File: config.mk
export PLATFORM = sky130hd
export DESIGN_NAME = pose_history_rate_estimator
export DESIGN_NICKNAME = d
export VERILOG_FILES = /design/src/rtl/phr_pkg.sv /design/src/rtl/phr_hist_mem.sv /design/src/rtl/phr_div.sv /design/src/rtl/pose_history_rate_estimator.sv
export SDC_FILE = /design/constraint.sdc
export NUM_CORES = 2
export LEC_CHECK = 0
export BUFFER_PORTS_ARGS = -buffer_cell sky130_fd_sc_hd__buf_2
export CAP_MARGIN = 40
export CORE_MARGIN = 2
export CORE_UTILIZATION = 64
export CTS_BUF_LIST = sky130_fd_sc_hd__clkbuf_4
export DETAILED_ROUTE_END_ITERATION = 6
export PLACE_DENSITY_LB_ADDON = 0.25
export SYNTH_ARGS = -nofsm -noshare
export SYNTH_HDL_FRONTEND = slang
export SYNTH_SLANG_ARGS = --single-unit
File: constraint.sdc
create_clock -name aclk -period 34.1 [get_ports aclk]
set_input_delay 1.705 -clock aclk [delete_from_list [all_inputs] [get_ports aclk]]
set_output_delay 1.705 -clock aclk [all_outputs]
set_load 0.01 [all_outputs]
File: src/rtl/phr_pkg.sv
// Shared types, constants and helpers for the pose history rate estimator.
// Depends on nothing; every other file in rtl uses it by scoped names.
package phr_pkg;

    localparam int HIST_DEPTH = 8;
    localparam int IDX_W      = $clog2(HIST_DEPTH);
    localparam int CNT_W      = $clog2(HIST_DEPTH + 1);

    localparam int MAG_W      = 33;
    localparam int DIFF_W     = 34;
    localparam int RATE_K     = (HIST_DEPTH - 1) * 1000000;
    localparam int RATE_W     = $clog2(RATE_K + 1);
    localparam int NUM_W      = MAG_W + RATE_W;
    localparam int QCNT_W     = $clog2(NUM_W + 1);

    localparam int NUM_OPS    = 9;
    localparam int OP_W       = $clog2(NUM_OPS + 1);

    localparam int CFG_IDX_W  = 2;
    localparam int CFG_DATA_W = 20;
    localparam logic [CFG_IDX_W-1:0] CFG_MERGE_WINDOW = 2'd0;
    localparam logic [CFG_IDX_W-1:0] CFG_QUERY_OFFSET = 2'd1;

    localparam logic [19:0] MERGE_WINDOW_RST = 20'd10000;

    typedef struct packed {
        logic signed [31:0] a;
        logic signed [15:0] y;
        logic signed [15:0] x;
        logic        [31:0] t;
    } sample_t;

    typedef struct packed {
        logic             start;
        logic [NUM_W-1:0] num;
        logic [MAG_W-1:0] den;
        logic             neg;
    } div_req_t;

    typedef struct packed {
        logic               busy;
        logic               done;
        logic signed [31:0] quot;
    } div_rsp_t;

    // history index taken modulo the depth
    function automatic logic [IDX_W-1:0] mod_depth(input logic [2:0] v);
        int tmp;
        tmp = int'(v);
        for (int i = 0; i < 3; i++) begin
            if (tmp >= HIST_DEPTH) begin
                tmp = tmp - HIST_DEPTH;
            end
        end
        return IDX_W'(tmp);
    endfunction

    function automatic logic [IDX_W-1:0] inc_idx(input logic [IDX_W-1:0] v);
        logic [IDX_W:0] s;
        s = {1'b0, v} + 1'b1;
        if (s >= (IDX_W+1)'(HIST_DEPTH)) begin
            s = '0;
        end
        return s[IDX_W-1:0];
    endfunction

endpackage

File: src/rtl/phr_hist_mem.sv
// Sample history memory: one write and one registered read port.
// Entries never written read as zero through per-entry valid bits. Uses phr_pkg.
module phr_hist_mem (
    input  logic                      aclk,
    input  logic                      aresetn,
    input  logic                      wr_en,
    input  logic [phr_pkg::IDX_W-1:0] wr_addr,
    input  phr_pkg::sample_t          wr_data,
    input  logic                      rd_en,
    input  logic [phr_pkg::IDX_W-1:0] rd_addr,
    output phr_pkg::sample_t          rd_data
);

    phr_pkg::sample_t                 mem [phr_pkg::HIST_DEPTH];
    logic [phr_pkg::HIST_DEPTH-1:0]   valid_reg;
    phr_pkg::sample_t                 rd_data_reg;
    logic                             rd_valid_reg;

    always_ff @(posedge aclk) begin
        if (wr_en) begin
            mem[wr_addr] <= wr_data;
        end
        if (rd_en) begin
            rd_data_reg <= mem[rd_addr];
        end
    end

    always_ff @(posedge aclk) begin
        if (!aresetn) begin
            valid_reg    <= '0;
            rd_valid_reg <= 1'b0;
        end else begin
            if (wr_en) begin
                valid_reg[wr_addr] <= 1'b1;
            end
            if (rd_en) begin
                rd_valid_reg <= valid_reg[rd_addr];
            end
        end
    end

    assign rd_data = rd_valid_reg ? rd_data_reg : '0;

endmodule

File: src/rtl/phr_div.sv
// Restoring divider, one quotient bit a cycle, with signed saturation to 32 bits.
// Uses phr_pkg for widths and the request and response structs.
module phr_div (
    input  logic              aclk,
    input  logic              aresetn,
    input  phr_pkg::div_req_t req,
    output phr_pkg::div_rsp_t rsp
);

    localparam logic [phr_pkg::NUM_W-1:0] MIN_MAG = phr_pkg::NUM_W'(64'h8000_0000);

    logic                         busy_reg, busy_next;
    logic                         done_reg, done_next;
    logic [phr_pkg::QCNT_W-1:0]   cnt_reg, cnt_next;
    logic [phr_pkg::NUM_W-1:0]    num_reg, num_next;
    logic [phr_pkg::NUM_W-1:0]    quo_reg, quo_next;
    logic [phr_pkg::MAG_W:0]      rem_reg, rem_next;
    logic [phr_pkg::MAG_W-1:0]    den_reg, den_next;
    logic                         neg_reg, neg_next;
    logic [phr_pkg::MAG_W:0]      shifted;
    logic                         qbit;

    always_comb begin
        busy_next = busy_reg;
        done_next = 1'b0;
        cnt_next  = cnt_reg;
        num_next  = num_reg;
        quo_next  = quo_reg;
        rem_next  = rem_reg;
        den_next  = den_reg;
        neg_next  = neg_reg;
        shifted   = {rem_reg[phr_pkg::MAG_W-1:0], num_reg[phr_pkg::NUM_W-1]};
        qbit      = shifted >= {1'b0, den_reg};
        if (req.start && !busy_reg) begin
            busy_next = 1'b1;
            cnt_next  = phr_pkg::QCNT_W'(phr_pkg::NUM_W);
            num_next  = req.num;
            den_next  = req.den;
            neg_next  = req.neg;
            rem_next  = '0;
            quo_next  = '0;
        end else if (busy_reg) begin
            rem_next = qbit ? shifted - {1'b0, den_reg} : shifted;
            quo_next = {quo_reg[phr_pkg::NUM_W-2:0], qbit};
            num_next = {num_reg[phr_pkg::NUM_W-2:0], 1'b0};
            cnt_next = cnt_reg - 1'b1;
            if (cnt_reg == phr_pkg::QCNT_W'(1)) begin
                busy_next = 1'b0;
                done_next = 1'b1;
            end
        end
    end

    always_ff @(posedge aclk) begin
        if (!aresetn) begin
            busy_reg <= 1'b0;
            done_reg <= 1'b0;
            cnt_reg  <= '0;
        end else begin
            busy_reg <= busy_next;
            done_reg <= done_next;
            cnt_reg  <= cnt_next;
        end
        num_reg <= num_next;
        quo_reg <= quo_next;
        rem_reg <= rem_next;
        den_reg <= den_next;
        neg_reg <= neg_next;
    end

    always_comb begin
        rsp.busy = busy_reg;
        rsp.done = done_reg;
        if (neg_reg) begin
            rsp.quot = (quo_reg >= MIN_MAG) ? 32'sh8000_0000 : -$signed(quo_reg[31:0]);
        end else begin
            rsp.quot = (quo_reg > MIN_MAG - 1'b1) ? 32'sh7fff_ffff : $signed(quo_reg[31:0]);
        end
    end

endmodule

File: src/rtl/pose_history_rate_estimator.sv
// Top level of the pose history rate estimator: sequencer, arithmetic and ports.
// Depends on phr_pkg, phr_hist_mem and phr_div.
//
// Takes timestamped pose samples (time in us, x/y in mm, unwrapped heading in urad)
// and keeps the last HIST_DEPTH of them in a small synchronous memory, newest first.
// A sample closer in time than merge_window to the newest one overwrites it; any
// other sample is pushed and the oldest drops out. For every sample one result
// transaction follows with finite-difference velocity and acceleration at history
// index query_offset, scaled by the mean step over the whole history, saturated to
// 32 bits, plus flags for nonzero span, strict time ordering and merge. The memory
// sweep reads one entry a cycle and the nine quotients share one restoring divider
// that retires one bit a cycle. The output register lets a result wait for m_tready
// while the next sample is taken; no clearing pass follows reset.
module pose_history_rate_estimator (
    input  logic                            aclk,
    input  logic                            aresetn,
    // t[31:0] sample_time, [47:32] pos_x, [63:48] pos_y, [95:64] heading
    input  logic [95:0]                     s_tdata,
    input  logic                            s_tvalid,
    output logic                            s_tready,
    // [31:0] vel_x, vel_y, turn_rate, acc_x, acc_y, [191:160] turn_accel
    output logic [191:0]                    m_tdata,
    // [0] rates_valid, [1] history_ordered, [2] merged
    output logic [2:0]                      m_tuser,
    output logic                            m_tvalid,
    input  logic                            m_tready,
    input  logic                            cfg_we,
    input  logic [phr_pkg::CFG_IDX_W-1:0]   cfg_index,
    input  logic [phr_pkg::CFG_DATA_W-1:0]  cfg_wdata
);

    typedef enum logic [7:0] {
        ST_IDLE  = 8'b0000_0001,
        ST_LOOK  = 8'b0000_0010,
        ST_SWEEP = 8'b0000_0100,
        ST_SPAN  = 8'b0000_1000,
        ST_MUL   = 8'b0001_0000,
        ST_START = 8'b0010_0000,
        ST_DIV   = 8'b0100_0000,
        ST_OUT   = 8'b1000_0000
    } state_t;

    localparam int D = phr_pkg::HIST_DEPTH;
    localparam int IW = phr_pkg::IDX_W;

    state_t                          state_reg, state_next;
    logic [19:0]                     merge_window_reg;
    logic [2:0]                      query_offset_reg;
    logic [IW-1:0]                   newest_reg, newest_next;
    phr_pkg::sample_t                in_reg;
    logic                            merged_reg, merged_next;
    logic                            ordered_reg, ordered_next;
    logic [phr_pkg::CNT_W-1:0]       cnt_reg, cnt_next;
    logic                            pend_reg, pend_next;
    logic [IW-1:0]                   pend_j_reg, pend_j_next;
    logic [31:0]                     prev_t_reg, prev_t_next;
    logic [31:0]                     t0_reg, t0_next;
    logic [31:0]                     tl_reg, tl_next;
    phr_pkg::sample_t                p0_reg, p0_next, p1_reg, p1_next, p2_reg, p2_next;
    logic [phr_pkg::MAG_W-1:0]       span_mag_reg, span_mag_next;
    logic                            span_neg_reg, span_neg_next;
    logic                            valid_reg, valid_next;
    logic [phr_pkg::OP_W-1:0]        op_reg, op_next;
    logic [phr_pkg::NUM_W-1:0]       prod_reg, prod_next;
    logic                            qneg_reg, qneg_next;
    logic signed [31:0]              res_reg [phr_pkg::NUM_OPS];
    logic signed [31:0]              res_next [phr_pkg::NUM_OPS];
    logic [191:0]                    m_tdata_reg, m_tdata_next;
    logic [2:0]                      m_tuser_reg, m_tuser_next;
    logic                            m_tvalid_reg, m_tvalid_next;

    logic                            mem_we, mem_re;
    logic [IW-1:0]                   mem_waddr, mem_raddr;
    phr_pkg::sample_t                mem_wdata, mem_rdata;
    phr_pkg::div_req_t               div_req;
    phr_pkg::div_rsp_t               div_rsp;

    logic [IW-1:0]                   k_idx, k1_idx, k2_idx;
    logic signed [32:0]              gap;
    logic [32:0]                     gap_mag;
    logic signed [32:0]              span;
    logic signed [phr_pkg::DIFF_W-1:0] opa, opb, diff;
    logic [phr_pkg::MAG_W-1:0]       diff_mag;
    logic [IW:0]                     slot_sum;

    phr_hist_mem u_mem (
        .aclk    (aclk),
        .aresetn (aresetn),
        .wr_en   (mem_we),
        .wr_addr (mem_waddr),
        .wr_data (mem_wdata),
        .rd_en   (mem_re),
        .rd_addr (mem_raddr),
        .rd_data (mem_rdata)
    );

    phr_div u_div (
        .aclk    (aclk),
        .aresetn (aresetn),
        .req     (div_req),
        .rsp     (div_rsp)
    );

    assign k_idx  = phr_pkg::mod_depth(query_offset_reg);
    assign k1_idx = phr_pkg::inc_idx(k_idx);
    assign k2_idx = phr_pkg::inc_idx(k1_idx);

    assign s_tready = (state_reg == ST_IDLE);
    assign m_tdata  = m_tdata_reg;
    assign m_tuser  = m_tuser_reg;
    assign m_tvalid = m_tvalid_reg;

    // configuration writes: indices beyond the list are dropped
    always_ff @(posedge aclk) begin
        if (!aresetn) begin
            merge_window_reg <= phr_pkg::MERGE_WINDOW_RST;
            query_offset_reg <= '0;
        end else if (cfg_we) begin
            case (cfg_index)
                phr_pkg::CFG_MERGE_WINDOW: merge_window_reg <= cfg_wdata;
                phr_pkg::CFG_QUERY_OFFSET: query_offset_reg <= cfg_wdata[2:0];
                default: ;
            endcase
        end
    end

    // operand selection for the current quotient: six velocities, then three accelerations
    always_comb begin
        case (op_reg)
            4'd0: begin opa = phr_pkg::DIFF_W'(p0_reg.x); opb = phr_pkg::DIFF_W'(p1_reg.x); end
            4'd1: begin opa = phr_pkg::DIFF_W'(p1_reg.x); opb = phr_pkg::DIFF_W'(p2_reg.x); end
            4'd2: begin opa = phr_pkg::DIFF_W'(p0_reg.y); opb = phr_pkg::DIFF_W'(p1_reg.y); end
            4'd3: begin opa = phr_pkg::DIFF_W'(p1_reg.y); opb = phr_pkg::DIFF_W'(p2_reg.y); end
            4'd4: begin opa = phr_pkg::DIFF_W'(p0_reg.a); opb = phr_pkg::DIFF_W'(p1_reg.a); end
            4'd5: begin opa = phr_pkg::DIFF_W'(p1_reg.a); opb = phr_pkg::DIFF_W'(p2_reg.a); end
            4'd6: begin opa = phr_pkg::DIFF_W'(res_reg[0]); opb = phr_pkg::DIFF_W'(res_reg[1]); end
            4'd7: begin opa = phr_pkg::DIFF_W'(res_reg[2]); opb = phr_pkg::DIFF_W'(res_reg[3]); end
            4'd8: begin opa = phr_pkg::DIFF_W'(res_reg[4]); opb = phr_pkg::DIFF_W'(res_reg[5]); end
            default: begin opa = '0; opb = '0; end
        endcase
    end

    assign diff     = opa - opb;
    assign diff_mag = diff[phr_pkg::DIFF_W-1] ? phr_pkg::MAG_W'(-diff)
                                               : phr_pkg::MAG_W'(diff);
    assign gap      = $signed({1'b0, in_reg.t}) - $signed({1'b0, mem_rdata.t});
    assign gap_mag  = gap[32] ? 33'(-gap) : 33'(gap);
    assign span     = $signed({1'b0, t0_reg}) - $signed({1'b0, tl_reg});

    always_comb begin
        state_next    = state_reg;
        newest_next   = newest_reg;
        merged_next   = merged_reg;
        ordered_next  = ordered_reg;
        cnt_next      = cnt_reg;
        pend_next     = 1'b0;
        pend_j_next   = pend_j_reg;
        prev_t_next   = prev_t_reg;
        t0_next       = t0_reg;
        tl_next       = tl_reg;
        p0_next       = p0_reg;
        p1_next       = p1_reg;
        p2_next       = p2_reg;
        span_mag_next = span_mag_reg;
        span_neg_next = span_neg_reg;
        valid_next    = valid_reg;
        op_next       = op_reg;
        prod_next     = prod_reg;
        qneg_next     = qneg_reg;
        res_next      = res_reg;
        m_tdata_next  = m_tdata_reg;
        m_tuser_next  = m_tuser_reg;
        m_tvalid_next = m_tvalid_reg && !m_tready;
        mem_we        = 1'b0;
        mem_waddr     = newest_reg;
        mem_wdata     = in_reg;
        mem_re        = 1'b0;
        mem_raddr     = newest_reg;
        slot_sum      = {1'b0, newest_reg} + (IW+1)'(cnt_reg);
        div_req.start = 1'b0;
        div_req.num   = prod_reg;
        div_req.den   = span_mag_reg;
        div_req.neg   = qneg_reg;

        case (state_reg)
            ST_IDLE: begin
                // fetch the newest entry to decide merge or push
                if (s_tvalid) begin
                    mem_re     = 1'b1;
                    state_next = ST_LOOK;
                end
            end
            ST_LOOK: begin
                merged_next = gap_mag < {13'd0, merge_window_reg};
                if (!merged_next) begin
                    newest_next = (newest_reg == '0) ? IW'(D - 1) : newest_reg - 1'b1;
                end
                mem_we       = 1'b1;
                mem_waddr    = newest_next;
                cnt_next     = '0;
                ordered_next = 1'b1;
                state_next   = ST_SWEEP;
            end
            ST_SWEEP: begin
                // issue one read a cycle, newest first; consume the previous one
                if (cnt_reg < phr_pkg::CNT_W'(D)) begin
                    mem_re      = 1'b1;
                    mem_raddr   = (slot_sum >= (IW+1)'(D)) ? IW'(slot_sum - (IW+1)'(D))
                                                           : slot_sum[IW-1:0];
                    cnt_next    = cnt_reg + 1'b1;
                    pend_next   = 1'b1;
                    pend_j_next = cnt_reg[IW-1:0];
                end
                if (pend_reg) begin
                    prev_t_next = mem_rdata.t;
                    if (pend_j_reg == '0) begin
                        t0_next = mem_rdata.t;
                    end else if (prev_t_reg <= mem_rdata.t) begin
                        ordered_next = 1'b0;
                    end
                    if (pend_j_reg == k_idx) p0_next = mem_rdata;
                    if (pend_j_reg == k1_idx) p1_next = mem_rdata;
                    if (pend_j_reg == k2_idx) p2_next = mem_rdata;
                    if (pend_j_reg == IW'(D - 1)) begin
                        tl_next    = mem_rdata.t;
                        state_next = ST_SPAN;
                    end
                end
            end
            ST_SPAN: begin
                span_neg_next = span[32];
                span_mag_next = span[32] ? phr_pkg::MAG_W'(-span) : phr_pkg::MAG_W'(span);
                valid_next    = span != '0;
                for (int i = 0; i < phr_pkg::NUM_OPS; i++) begin
                    res_next[i] = '0;
                end
                op_next    = '0;
                state_next = (span != '0) ? ST_MUL : ST_OUT;
            end
            ST_MUL: begin
                prod_next  = phr_pkg::NUM_W'(diff_mag) * phr_pkg::NUM_W'(phr_pkg::RATE_K);
                qneg_next  = diff[phr_pkg::DIFF_W-1] ^ span_neg_reg;
                state_next = ST_START;
            end
            ST_START: begin
                div_req.start = 1'b1;
                state_next    = ST_DIV;
            end
            ST_DIV: begin
                if (div_rsp.done) begin
                    res_next[op_reg[phr_pkg::OP_W-1:0]] = div_rsp.quot;
                    op_next    = op_reg + 1'b1;
                    state_next = (op_reg == phr_pkg::OP_W'(phr_pkg::NUM_OPS - 1)) ? ST_OUT
                                                                                    : ST_MUL;
                end
            end
            ST_OUT: begin
                // hold until the output register is free
                if (!m_tvalid_reg || m_tready) begin
                    m_tdata_next  = {res_reg[8], res_reg[7], res_reg[6],
                                     res_reg[4], res_reg[2], res_reg[0]};
                    m_tuser_next  = {merged_reg, ordered_reg, valid_reg};
                    m_tvalid_next = 1'b1;
                    state_next    = ST_IDLE;
                end
            end
            default: state_next = ST_IDLE;
        endcase
    end

    always_ff @(posedge aclk) begin
        if (!aresetn) begin
            state_reg    <= ST_IDLE;
            newest_reg   <= '0;
            m_tvalid_reg <= 1'b0;
            pend_reg     <= 1'b0;
            cnt_reg      <= '0;
            op_reg       <= '0;
        end else begin
            state_reg    <= state_next;
            newest_reg   <= newest_next;
            m_tvalid_reg <= m_tvalid_next;
            pend_reg     <= pend_next;
            cnt_reg      <= cnt_next;
            op_reg       <= op_next;
        end
        if (s_tvalid && s_tready) begin
            in_reg <= phr_pkg::sample_t'(s_tdata);
        end
        merged_reg   <= merged_next;
        ordered_reg  <= ordered_next;
        pend_j_reg   <= pend_j_next;
        prev_t_reg   <= prev_t_next;
        t0_reg       <= t0_next;
        tl_reg       <= tl_next;
        p0_reg       <= p0_next;
        p1_reg       <= p1_next;
        p2_reg       <= p2_next;
        span_mag_reg <= span_mag_next;
        span_neg_reg <= span_neg_next;
        valid_reg    <= valid_next;
        prod_reg     <= prod_next;
        qneg_reg     <= qneg_next;
        res_reg      <= res_next;
        m_tdata_reg  <= m_tdata_next;
        m_tuser_reg  <= m_tuser_next;
    end

    // zero span must leave every rate at zero
    a_zero_span: assert property (@(posedge aclk) disable iff (!aresetn)
        (m_tvalid && !m_tuser[0]) |-> (m_tdata == '0))
        else $error("rates nonzero with zero span");

    // the divider only runs while the sequencer waits on it
    a_div_owned: assert property (@(posedge aclk) disable iff (!aresetn)
        div_rsp.busy |-> (state_reg == ST_DIV))
        else $error("divider busy outside its state");

    // the newest slot moves exactly when a sample is pushed
    a_push_moves: assert property (@(posedge aclk) disable iff (!aresetn)
        (state_reg == ST_LOOK) |=> ((newest_reg == $past(newest_reg)) == merged_reg))
        else $error("newest slot inconsistent with merge decision");

    // a new result is never loaded over one still waiting
    a_no_overwrite: assert property (@(posedge aclk) disable iff (!aresetn)
        (m_tvalid && !m_tready && state_reg == ST_OUT) |=> (state_reg == ST_OUT))
        else $error("result overwritten before transfer");

endmodule
# Word level (Yosys, flattened, before mapping)
# Memory sizes are Yosys's and may differ from the RTL's. A register that Yosys moved wholly into a read port is not among the register bits.
# Cells that the tools add are included.
# W data, S select, Z words.
op_classes:
  n_mux: 60
  order_cmp: 14
  addsub: 16
  bitwise_logic: 5
  n_eq_ne: 30
  mul: 1
  n_reduce_logical: 34
ops:
  columns: ["operator", "n"]
  rows:
  - ["$pmux W34 S9", 2]
  - ["$pmux W288 S2", 1]
  - ["$bwmux W288", 1]
  - ["$mux W288", 1]
  - ["$mux W32", 5]
  - ["$demux W32 S4", 1]
  - ["$mux W56", 2]
  - ["$mux W33", 3]
  - ["$neg A33 Y33", 3]
  - ["$mux W96", 1]
  - ["$sub A32 B32 Y33", 2]
  - ["$pmux W8 S8", 1]
  - ["$ge A56 B32 Y1 const B", 1]
  - ["$gt A56 B31 Y1 const B", 1]
  - ["$mux W8", 7]
  - ["$mul A33 B17 Y50 const B", 1]
  - ["$ge A34 B33 Y1", 1]
  - ["$sub A34 B34 Y34", 1]
  - ["$lt A33 B20 Y1", 1]
  - ["$reduce_bool A33 Y1", 1]
  - ["$sub A33 B33 Y33", 1]
  - ["$le A32 B32 Y1", 1]
  - ["$neg A32 Y32", 1]
  - ["$mux W3", 8]
  - ["53 further kinds", 112]
totals:
  out_inout_bits: 197
  ram_bits: 768
  ff_bits: 1197
  mem_count: 1
  in_bits: 123
  wordCells: 217
memory_table:
  columns: ["memory", "depth", "word_bits", "read_ports", "rd_ports_with_merged_regs", "write_ports", "line", "rtl"]
  rows:
  - ["u_mem.mem", 8, 96, 1, 1, 1, "phr_hist_mem.sv:14", "phr_pkg::sample_t mem [phr_pkg::HIST_DEPTH];"]

# Depth between registers and ports, before layout
depth:
  ltp_word: 12
  depth_mapped: 52

# Cells and area by module
# Synthesis repeated with hierarchy kept, for this count alone.
unflattened:
  cells_unflattened: 7488
  hier_area_um2: 101295.9
by_module_without_submodules:
  columns: ["module", "area_per_inst_um2", "seq_area_each_um2", "n_inst", "cells_per_inst"]
  rows:
  - ["pose_history_rate_estimator", 58378.5, 29648.4, 1, 5073]
  - ["phr_hist_mem", 32787.7, 26125.1, 1, 1350]
  - ["phr_div", 10129.7, 4644.5, 1, 1065]

# Worst setup path before layout
# Ideal clock, no wire load.
synth_timing:
  path_kind: "register -> register"
  start: "register op_reg[0] (netlist bit)"
  end: "register prod_reg[52] (netlist bit) (data pin)"
  t_arrival_ns: 11.645
  required_time_ns: 33.841
  setup_slack_ns: 22.196
  setup_ns: 0.259
  path_stages_with_launch: 50
  cell_sequence: "dfxtp_1 > inv_1 > ha_1 > and2_0 > a22o_1 > a221oi_1 > clkbuf_1 > nand2_1 > a221oi_1 > ha_1 > clkbuf_1 > a21o_1 > a21o_1 > a21o_1 > and2_1 > o21a_1 > or3_1 > a31o_2 > [... 14 more ...] > fa_1 > inv_1 > fa_1 > ha_1 > a21o_1 > a21o_1 > a21oi_1 > o21ai_0 > a31o_2 > nor4b_1 > o21bai_1 > a311o_1 > nand3_1 > a41oi_1 > a21o_1 > a21o_1 > a21oi_1 > xnor2_1"
synth_via:
  elab_chain_len: 6
synth_lines:
  columns: ["element", "line", "rtl"]
  rows:
  - ["start: declaration", "pose_history_rate_estimator.sv:63", "logic [phr_pkg::OP_W-1:0] op_reg, op_next;"]
  - ["start signal: assignment", "pose_history_rate_estimator.sv:285", "op_reg <= op_next;"]
  - ["$eq A4 B4 Y1, or another cell as far along", "pose_history_rate_estimator.sv:129", "case (op_reg)"]
  - ["$pmux W34 S9", "pose_history_rate_estimator.sv:129", null]
  - ["$sub A34 B34 Y34 *", "pose_history_rate_estimator.sv:143", "assign diff = opa - opb;"]
  - ["$neg A33 Y33", "pose_history_rate_estimator.sv:144", "assign diff_mag = diff[phr_pkg::DIFF_W-1] ? phr_pkg::MAG_W'(-diff)"]
  - ["$mux W33 *", "pose_history_rate_estimator.sv:144", null]
  - ["$mul A33 B17 Y50 *", "pose_history_rate_estimator.sv:241", "prod_next = phr_pkg::NUM_W'(diff_mag) * phr_pkg::NUM_W'(phr_pkg::RATE_K);"]
  - ["end signal: assignment", "pose_history_rate_estimator.sv:302", "prod_reg <= prod_next;"]
  - ["end: declaration", "pose_history_rate_estimator.sv:64", "logic [phr_pkg::NUM_W-1:0] prod_reg, prod_next;"]
# Every way passes the cells marked *; elsewhere a longest branch is shown, timed or not.
# A chain may end at the register's enable or synchronous reset.

# Worst setup path after layout
layout_timing:
  start: "register op_reg[2] (netlist bit)"
  end: "register prod_reg[55] (netlist bit) (data pin)"
# The elaborated chain is that of the path after synthesis.

==> impl_metrics.csv <==
group,metric,value,unit
run_status,status,"complete, but fails checks",
run_status,failed_checks,"design-rule violations",
placed_design,io_buffers,319,
clock_network,cts_buffer_depth,4,
routing,dr.pass1.iters,7,
synth,synth_nets,7940,
sta,setup_tns,0,ps
global_routing,grt_pass1_vias,62744,
routing,wl_per_cell,23.9,um
routing,drtAntennaViolNets,0,
setup_path,required,35190,ps
finish,final_layout_size_suffix_gt1_share,20.7,%
routing,drc_errors,31,
power_and_ir_drop,total_power,6360,uW
routing,vias,63417,
floorplan,initial_core_util,64.5,%
sta,rsz0062_at_grt,"false",
synth,yosysSeqAreaShare,60.5,%
synth,yosys_warnings,0,
clock_network,h-tree-depth,6,
synth,synth_cells,7110,
synth,synth_ff_type,"edfxtp_1",
synth,yosysMostFrequentCell,"edfxtp_1",
floorplan,die_area,0.159,mm2
floorplan,die_h,399,um
synth,synth_compound_area_share,9.62,%
sta,maxSlewViolCount,0,
finish,fin_cells,10189,
synth,postSynth.asyncResetShare,0,%
synth,ys_ff_latch,2056,
synth,avgSynthCellArea,14.0,um2
synth,synth_top_cell_by_area,"edfxtp_1",
hold_path,hold_class,"flip-flop to flip-flop",
floorplan,core_area,0.154,mm2
setup_path,path_class,"flip-flop to flip-flop",
finish,largest_reg_flops,768,
clock_network,clk_pin_slew,70,ps
global_routing,grt_antenna_before_repair,16,
synth,netlist_top_cells_area,"edfxtp_1 57%, fa_1 6.0%, ha_1 5.1%, mux4_2 4.4%, dfxtp_1 3.0%",
finish,utilization,72.0,%
clock_network,insertion_delay,1380,ps
placed_design,routabilityCongestion,0.985,
sta,finalCritPeriodShare,39.2,%
setup_path,cp_max_fo,79,
clock_network,post_cts_buffers,0,
synth,ys_top_cells_by_count,"1906 x edfxtp_1, 569 x inv_1, 487 x nor2_1",
synth,synth_top_family_by_area,"adder cells",
sta,hold_viol_final,0,
routing,first_iter_violations,6850,
routing,drt_wl_total,244000,um
floorplan,fp-row-count,144,
clock_network,cts_tree,"built",
sta,max_freq,74.8,MHz
synth,yosysUniqueCellTypes,88,
global_routing,grt-ovfl-total,0,
finish,syn2layout_area_growth,11.6,%
run,max_cap_violations,0,
finish,n_fill_cell,9940,
synth,synthAdderAreaFrac,11.1,%
global_routing,grt_pass1_wl,369000,um
synth,synth_simple_gate_area_share,6.94,%
finish,nets,8615,
floorplan,dieWidth,399,um
power_and_ir_drop,peakVddDrop,52.0,uV
synth,synth.area.mux_share,6.36,%
synth,synth_top_area_share,57.4,%
sta,worst_clock_skew,130,ps
setup_path,crit_path_end_kind,"flip-flop",
routing,vias_per_cell,6.22,
clock_network,cts.sinks,2056,
global_routing,grt_max_degree,229,
placed_design,dp_cells,9290,
setup_path,cpMostUsedCell,"a21oi_1",
clock_network,cts-hold-fix-buffers,0,
sta,relSlewSlack,18.8,%
power_and_ir_drop,p_leak,0.0414,uW
synth,synth_edf_count,1906,
floorplan,pin_count,320,
clock_network,cts_root_buf,"clkbuf_4",
sta,final.min_clock_period,13360,ps
setup_path,crit_family,"compound AO/OA/AOI/OAI gates",
setup_path,cp_num_buf_inv,5,
sta,setup_viol_count_final,0,
setup_path,setup.worst_path.start_class,"flip-flop",
clock_network,ctsResizeCount,0,
sta,worstMarginPinSlew,1220,ps
synth,synth_area,0.0996,mm2
setup_path,crit_arrival,14450,ps
global_routing,track_usage,30.7,%
setup_path,slowest_stage,"xor2_1",
power_and_ir_drop,power_per_cell_area,57.2,mW/mm2
setup_path,max_stage_delay,810,ps
placed_design,hpwlAfterDp,163000,um
clock_network,cts_made_buffers,536,
synth,synth_xor_area_share,2.09,%
## per-stage QoR
stage | cell area (um2) | setup slack [ps] | hold slack, ps
6_report | 111000 | 20740 | 377
4_1_cts | 111000 | 20930 | 345
2_1_floorplan | 99600 | 22200 | 400
3_3_place_gp | 104000 | 21160 | 401
3_5_place_dp | 104000 | 20950 | 405
5_1_grt | 111000 | 19820 | 395
## path summary, 6_finish.rpt
check | from | endpoint | slack (ps) | depth (start not counted)
max | op_reg[2] | prod_reg[55] | 20740 | 42
min | res_reg[94] | m_tdata[126] | 380 | 0
max reg2reg | op_reg[2] | prod_reg[55] | 20740 | 42
min reg2reg | res_reg[94] | m_tdata[126] | 380 | 0
## power by group
| group | internal [uW] | switching, uW | leakage, uW |
|---|---|---|---|
| Clock | 1160 | 983 | 0.00399 |
| Sequential | 3010 | 139 | 0.0182 |
| Combinational | 404 | 663 | 0.0192 |
| Total | 4570 | 1780 | 0.0414 |
## kinds of logic (layout without fill, tap and decap cells)
| group | Yosys count | in the layout |
|---|---|---|
| buffers and inverters | 899 | 1926 |
| AO/OA/AOI/OAI | 1378 | 1378 |
| AND/OR/NAND/NOR | 1460 | 1460 |
| XOR/XNOR | 238 | 238 |
| adder cells (fa/ha/maj) | 707 | 707 |
| flip-flops | 2056 | 2056 |
| multiplexers | 372 | 372 |
| other | 0 | 8 |
## cell usage in the layout (no fill, tap or decap), types with 35 or more instances in the layout
cell      synthesis  final
clkinv_1          2     94
buf_4             0    113
nand2b_1         45     44
and2_1          108    100
a21o_1           89     89
nand2_1         390    389
buf_2             4    320
a221oi_1         52     50
nand3_1          89     89
a21oi_1         223    216
clkbuf_4          0    750
inv_1           569    568
o21ai_0         226    226
mux2_2          148    148
a22oi_1          94     94
a31oi_1          35     35
xor2_1           88     86
fa_1            298    298
a222oi_1         47     47
nor2b_1          45     44
dfxtp_1         150    148
a211oi_1        297    291
or3_1            50     50
nor2_1          487    485
nor3_1           66     64
nand4_1          47     47
o21a_1           50     50
edfxtp_1       1906   1906
mux4_2          194    194
xnor2_1         150    149
ha_1            409    409
## layout make-up
class | instances | area [um2] | area share (%)
flip-flops and latches | 2056 | 60200 | 54.2
multi-input cells | 4155 | 36300 | 32.6
clock buffers | 750 | 5630 | 5.06
repair buffers | 465 | 3210 | 2.89
well taps | 2044 | 2560 | 2.30
inverters | 571 | 2140 | 1.93
clock inverters | 140 | 1090 | 0.977
diodes | 8 | 20.0 | 0.0180
## routing by layer
layer / routed length, um / share of wire (%) / GRT usage (%) / vias to the layer above
met3: 24000 / 9.8 / 7.33 / 499
met4: 7670 / 3.1 / 11.4 / 8
met2: 115000 / 47 / 47.8 / 3315
met5: 186 / 0.076 / 0 / -
li1: - / - / - / 28359
met1: 96400 / 40 / 42.7 / 31236
Note: power is estimated with default switching activity, not from simulation.
